`config.mk`:
```
export PLATFORM = sky130hd
export DESIGN_NAME = fls_div_pipe
export DESIGN_NICKNAME = d
export VERILOG_FILES = /design/src/fls_pkg.sv /design/src/fls_div_pipe.sv
export SDC_FILE = /design/constraint.sdc
export NUM_CORES = 2
export LEC_CHECK = 0
export BUFFER_PORTS_ARGS = -buffer_cell sky130_fd_sc_hd__buf_4
export CELL_PAD_IN_SITES_DETAIL_PLACEMENT = 1
export CELL_PAD_IN_SITES_GLOBAL_PLACEMENT = 2
export CORE_MARGIN = 2
export CORE_UTILIZATION = 43
export DETAILED_ROUTE_END_ITERATION = 8
export PLACE_DENSITY_LB_ADDON = 0.1
export SKIP_LAST_GASP = 1
export SLEW_MARGIN = 25
export SYNTH_ARGS = -nofsm -noshare
export SYNTH_HDL_FRONTEND = slang
export SYNTH_SLANG_ARGS = --single-unit
```
`constraint.sdc`:
```
create_clock -name clk -period 4.5 [get_ports clk]
set_clock_uncertainty 0.05 [all_clocks]
set_input_delay 0.45 -clock clk [delete_from_list [all_inputs] [get_ports clk]]
set_output_delay 0.45 -clock clk [all_outputs]
set_load 0.005 [all_outputs]
```
`src/fls_pkg.sv`:
```
// ----------------------------------------------------------------------------
// fls_pkg: shared definitions for the flux limiter select block
// Word widths, limiter selection codes, register map constants and the
// control bundle that drives the pipelined divider.
// ----------------------------------------------------------------------------
package fls_pkg;

  // Working width of the divider operands. The largest dividend is
  // r^2 + r*ONE with r below 2^31, which stays below 2^63.
  localparam int DW = 64;

  // Configuration register.
  localparam int SEL_W  = 3;
  localparam int ADDR_W = 3;

  localparam logic [SEL_W-1:0] SEL_MINMOD    = 3'd1;
  localparam logic [SEL_W-1:0] SEL_VANALBADA = 3'd2;
  localparam logic [SEL_W-1:0] SEL_VANLEER   = 3'd3;
  localparam logic [SEL_W-1:0] SEL_SUPERBEE  = 3'd4;
  localparam logic [SEL_W-1:0] SEL_MC        = 3'd5;
  localparam logic [SEL_W-1:0] SEL_RESET     = SEL_MINMOD;

  // Register index, taken from the word-aligned part of paddr.
  localparam logic REG_IDX_SELECT = 1'b0;

  // Stage control handed to the divider: the shared advance enable and the
  // valid bit of the request entering it.
  typedef struct packed {
    logic en;
    logic valid;
  } pipe_ctl_t;

endpackage

```
`src/fls_div_pipe.sv`:
```
// ----------------------------------------------------------------------------
// fls_div_pipe: pipelined restoring divider
// Returns floor(num * 2^FRAC_BITS / den) for num below 2*den, one quotient
// bit per stage, with side data travelling alongside.
// ----------------------------------------------------------------------------
module fls_div_pipe #(
  parameter int FRAC_BITS = 16,
  parameter int SIDE_W    = 1
) (
  input  logic                    clk,
  input  logic                    rst,
  input  fls_pkg::pipe_ctl_t      ctl,
  input  logic [fls_pkg::DW-1:0]  num,
  input  logic [fls_pkg::DW-1:0]  den,
  input  logic [SIDE_W-1:0]       side_in,
  output logic                    out_valid,
  output logic [FRAC_BITS+1:0]    quot,
  output logic [SIDE_W-1:0]       side_out
);

  localparam int QW = FRAC_BITS + 2;

  logic                   v   [FRAC_BITS+1];
  logic [fls_pkg::DW-1:0] rem [FRAC_BITS+1];
  logic [fls_pkg::DW-1:0] dd  [FRAC_BITS+1];
  logic [QW-1:0]          q   [FRAC_BITS+1];
  logic [SIDE_W-1:0]      sd  [FRAC_BITS+1];

  // The integer part of the quotient is a single bit, so the first stage is
  // one compare and subtract.
  always_ff @(posedge clk) begin
    if (rst) begin
      v[0] <= 1'b0;
    end else if (ctl.en) begin
      v[0] <= ctl.valid;
    end
    if (ctl.en) begin
      if (num >= den) begin
        rem[0] <= num - den;
        q[0]   <= QW'(1);
      end else begin
        rem[0] <= num;
        q[0]   <= '0;
      end
      dd[0] <= den;
      sd[0] <= side_in;
    end
  end

  for (genvar k = 1; k <= FRAC_BITS; k++) begin : g_bit
    logic [fls_pkg::DW-1:0] shifted;
    logic                   fits;

    // The remainder stays below den < 2^63, so the doubled value fits.
    assign shifted = rem[k-1] << 1;
    assign fits    = (shifted >= dd[k-1]);

    always_ff @(posedge clk) begin
      if (rst) begin
        v[k] <= 1'b0;
      end else if (ctl.en) begin
        v[k] <= v[k-1];
      end
      if (ctl.en) begin
        rem[k] <= fits ? (shifted - dd[k-1]) : shifted;
        q[k]   <= {q[k-1][QW-2:0], fits};
        dd[k]  <= dd[k-1];
        sd[k]  <= sd[k-1];
      end
    end
  end

  assign out_valid = v[FRAC_BITS];
  assign quot      = q[FRAC_BITS];
  assign side_out  = sd[FRAC_BITS];

endmodule

```
==> run metrics <==
RSZ-0062 raised after global routing=true; Power Total=116 mW; RePlAce Congestion=0.945; Synthesis Warnings=0; met3 usage=2.43%; TritonCTS clock tree=done; max-slew violation count=0; critical-path cell list=fa_1, a21o_1, a21oi_1, o22ai_1, o31ai_2, o22ai_1, buf_4, nand4_1, nand3_1, a21oi_1, buf_4, o21ai_0, a21boi_0, buf_4, xnor2_1, mux2_2; Max Freq=227 MHz; Post-synth ARST share=0%; critical path arrival=4.97 ns; Post-synth EDFFs=2219; CP most frequent cell=buf_4; initial antenna violation count=1; Worst Setup Slack post-DPL=-0.203 ns; number of core rows=209; critical path's top delay family=compound AO/OA/AOI/OAI gates; ys flop type=edfxtp_1; syn_nets=15.1k; CP bufs+invs=3; Worst setup EP type=register; crit path kind=register to register; Final setup viols=0; clock latency on the worst-skew pair=0.88 ns; layout cell share with drive strength beyond 1=11.3%; Period minus WS final=4.40 ns; via density per instance=5.49; NumNets Final=15.8k; Syn Inst Count=13.8k; Seq cells post-synth=2219; Worst path max stage delay=0.50 ns; drt wl/cell=20.7 µm; Top Usage Layer GRT=met2; Worst EP required=5.08 ns; sequential cell area=0.0666 mm²; Setup WS post-layout=0.104 ns; total wire length=396000 µm; Hold Path Class=primary input to register; antenna-violating nets left=0; pwr dens=721 mW/mm²; CTS buffer count=272; grt met1 use=23.7%; sequential area share after synthesis=47.6%; vias in the first global route=115k; pin slew with the least headroom to its limit=0.836 ns; io pins=153; slowest CP cell=fa_1; DIE AREA=0.330 mm²; Clock transition at path regs=0.06 ns; P&R area growth vs syn=15.0%; gr ovfl total=0; initial detailed-routing violation count=4103; H-tree depth=5; CTS Sinks=2219; Post-DP HPWL=315000 µm; GRT Overall Usage=23.3%; Die Ht=575 µm; initial core utilization=43.2%; met2 Use GR=45.8%; Die Width=575 µm; final worst path period share=97.7%; clock root buffer=clkbuf_16; LEAKAGE=68.2 nW; syn_area_per_cell=10.1 µm²; I/O Buffers=151; mapped cell area=0.140 mm²; DRC violation count after routing=0; CTS Buffer Depth=4; vias=105k; Rel. slew slack=44.1%; status=finished clean; pin count of the biggest net entering global routing=147; synth unique cells=105; Crit Path Max Fanout=6; Hold Vio Cnt, Final=0; Fillers=35.5k; first-pass GRT wire length=618000 µm; Core Area=0.324 mm²; crit path launch type=register; Max IR drop VDD=0.000290 V; TNS Setup=0 ns; total of max-cap violations=0; area taken by multi-input logic gates=0.0666 mm²; detailed-router iteration count before antenna repair=5
-- per-stage QoR --
step                utilization, %  hold slack, ns  std cells  instance area, µm²
floorplan                        -           0.350      13800              140000
CTS                           49.6          0.0670      19100              161000
global placement              46.4           0.350      18500              151000
global route                  49.7           0.158      19100              161000
detailed placement            46.5           0.356      18500              151000
finish                        49.7           0.144      19100              161000
-- worst paths after layout --
check / from / slack (ns) / endpoint / depth (start not counted)
max: rem[0][640]$_SDFFCE_PP0P_ / 0.10 / rem[0][762]$_DFFE_PP_ / 16
min: rst / 0.14 / v[8]$_DFFE_PP_ / 3
max reg2reg: rem[0][640]$_SDFFCE_PP0P_ / 0.10 / rem[0][762]$_DFFE_PP_ / 16
min reg2reg: sd[0][12]$_DFFE_PP_ / 0.35 / sd[0][13]$_DFFE_PP_ / 0
-- flip-flops by register name, indices dropped and copies added, names as in the netlist --
register and flops:
dd 1024, rem 1008, q 153, sd 17
v 17
-- final cells by class --
class	count	area share, %
timing repair buffer	1007	5.32
clock inverter	161	1.07
tap	4325	3.36
clock buffer	320	4.43
multi-input combinational	9728	41.3
antenna	8	0.0124
sequential	2219	41.3
inverter	1351	3.15
-- Yosys cell counts (32+ instances only) --
cell	number	area, µm²
xnor2_1	546	4780
o211ai_1	37	278
ha_1	1087	13600
nor2_1	814	3060
a31oi_1	111	694
and2_1	95	594
mux2_2	251	2830
nand4_1	277	1730
a21boi_0	42	315
nand3_1	224	1120
a221oi_1	32	280
nand2b_1	121	757
nor3_1	141	706
mux2_1	41	462
o21a_1	132	991
o31ai_1	77	578
or2_2	36	225
clkbuf_1	408	1530
nand2_1	1105	4150
o21ai_1	36	180
edfxtp_1	2219	66600
o21ai_0	989	4950
nor4_1	44	275
xor2_1	386	3380
buf_2	87	435
inv_1	1348	5060
o21bai_1	203	1520
nor2b_1	142	888
a21o_1	726	5450
and3_1	73	457
a21oi_1	1440	7210
a211oi_1	65	488
-- report_power, final --
part	total [mW]	switching, mW	internal, mW
registers	34.0	3.31	30.6
logic	60.4	34.8	25.6
clock network	21.9	8.85	13.1
-- worst register-to-register path, cell delays in order (launching register included) --
cell      delay (ns)
edfxtp_1        0.45
fa_1            0.50
a21o_1          0.21
a21oi_1         0.24
o22ai_1         0.15
o31ai_2         0.28
o22ai_1         0.14
buf_4           0.19
nand4_1         0.21
nand3_1         0.29
a21oi_1         0.24
buf_4           0.18
o21ai_0         0.15
a21boi_0        0.35
buf_4           0.17
xnor2_1         0.06
mux2_2          0.26
-- cells by family after synthesis --
kind of cell             synth area share [%]
multiplexers                             2.47
adder cells (fa/ha/maj)                  9.93
flip-flops                               47.6
AND/OR/NAND/NOR                          10.6
AO/OA/AOI/OAI                            18.5
other                                 0.00268
buffers and inverters                    5.17
XOR/XNOR                                 5.83
-- what timing repair did --
| action | 4_1_cts | 5_1_grt |
|---|---|---|
| endpoints found under the hold margin | 140 | 0 |
| gates cloned | 0 | 4 |
| hold buffers | 130 | 0 |
| buffers inserted | 1 | 5 |
| setup endpoints to repair | 127 | 351 |
| gates resized for setup | 13 | 42 |
| pin swaps | 2 | 9 |
-- cell usage in the layout (no fill, tap or decap), drive strengths merged, types with 386 or more instances in the layout --
cell / count
a21o: 726
a21oi: 1443
buf: 874
edfxtp: 2219
ha: 1087
inv: 1362
nand2: 1106
nor2: 814
o21ai: 1031
xnor2: 546
xor2: 386
-- layer usage --
metal | up-vias | wire length [µm]
met4 | 0 | 24500
met5 | - | 0
met1 | 50600 | 149000
li1 | 51700 | -
met2 | 1725 | 212000
met3 | 955 | 9700
Power figures use the tool's default switching activity.
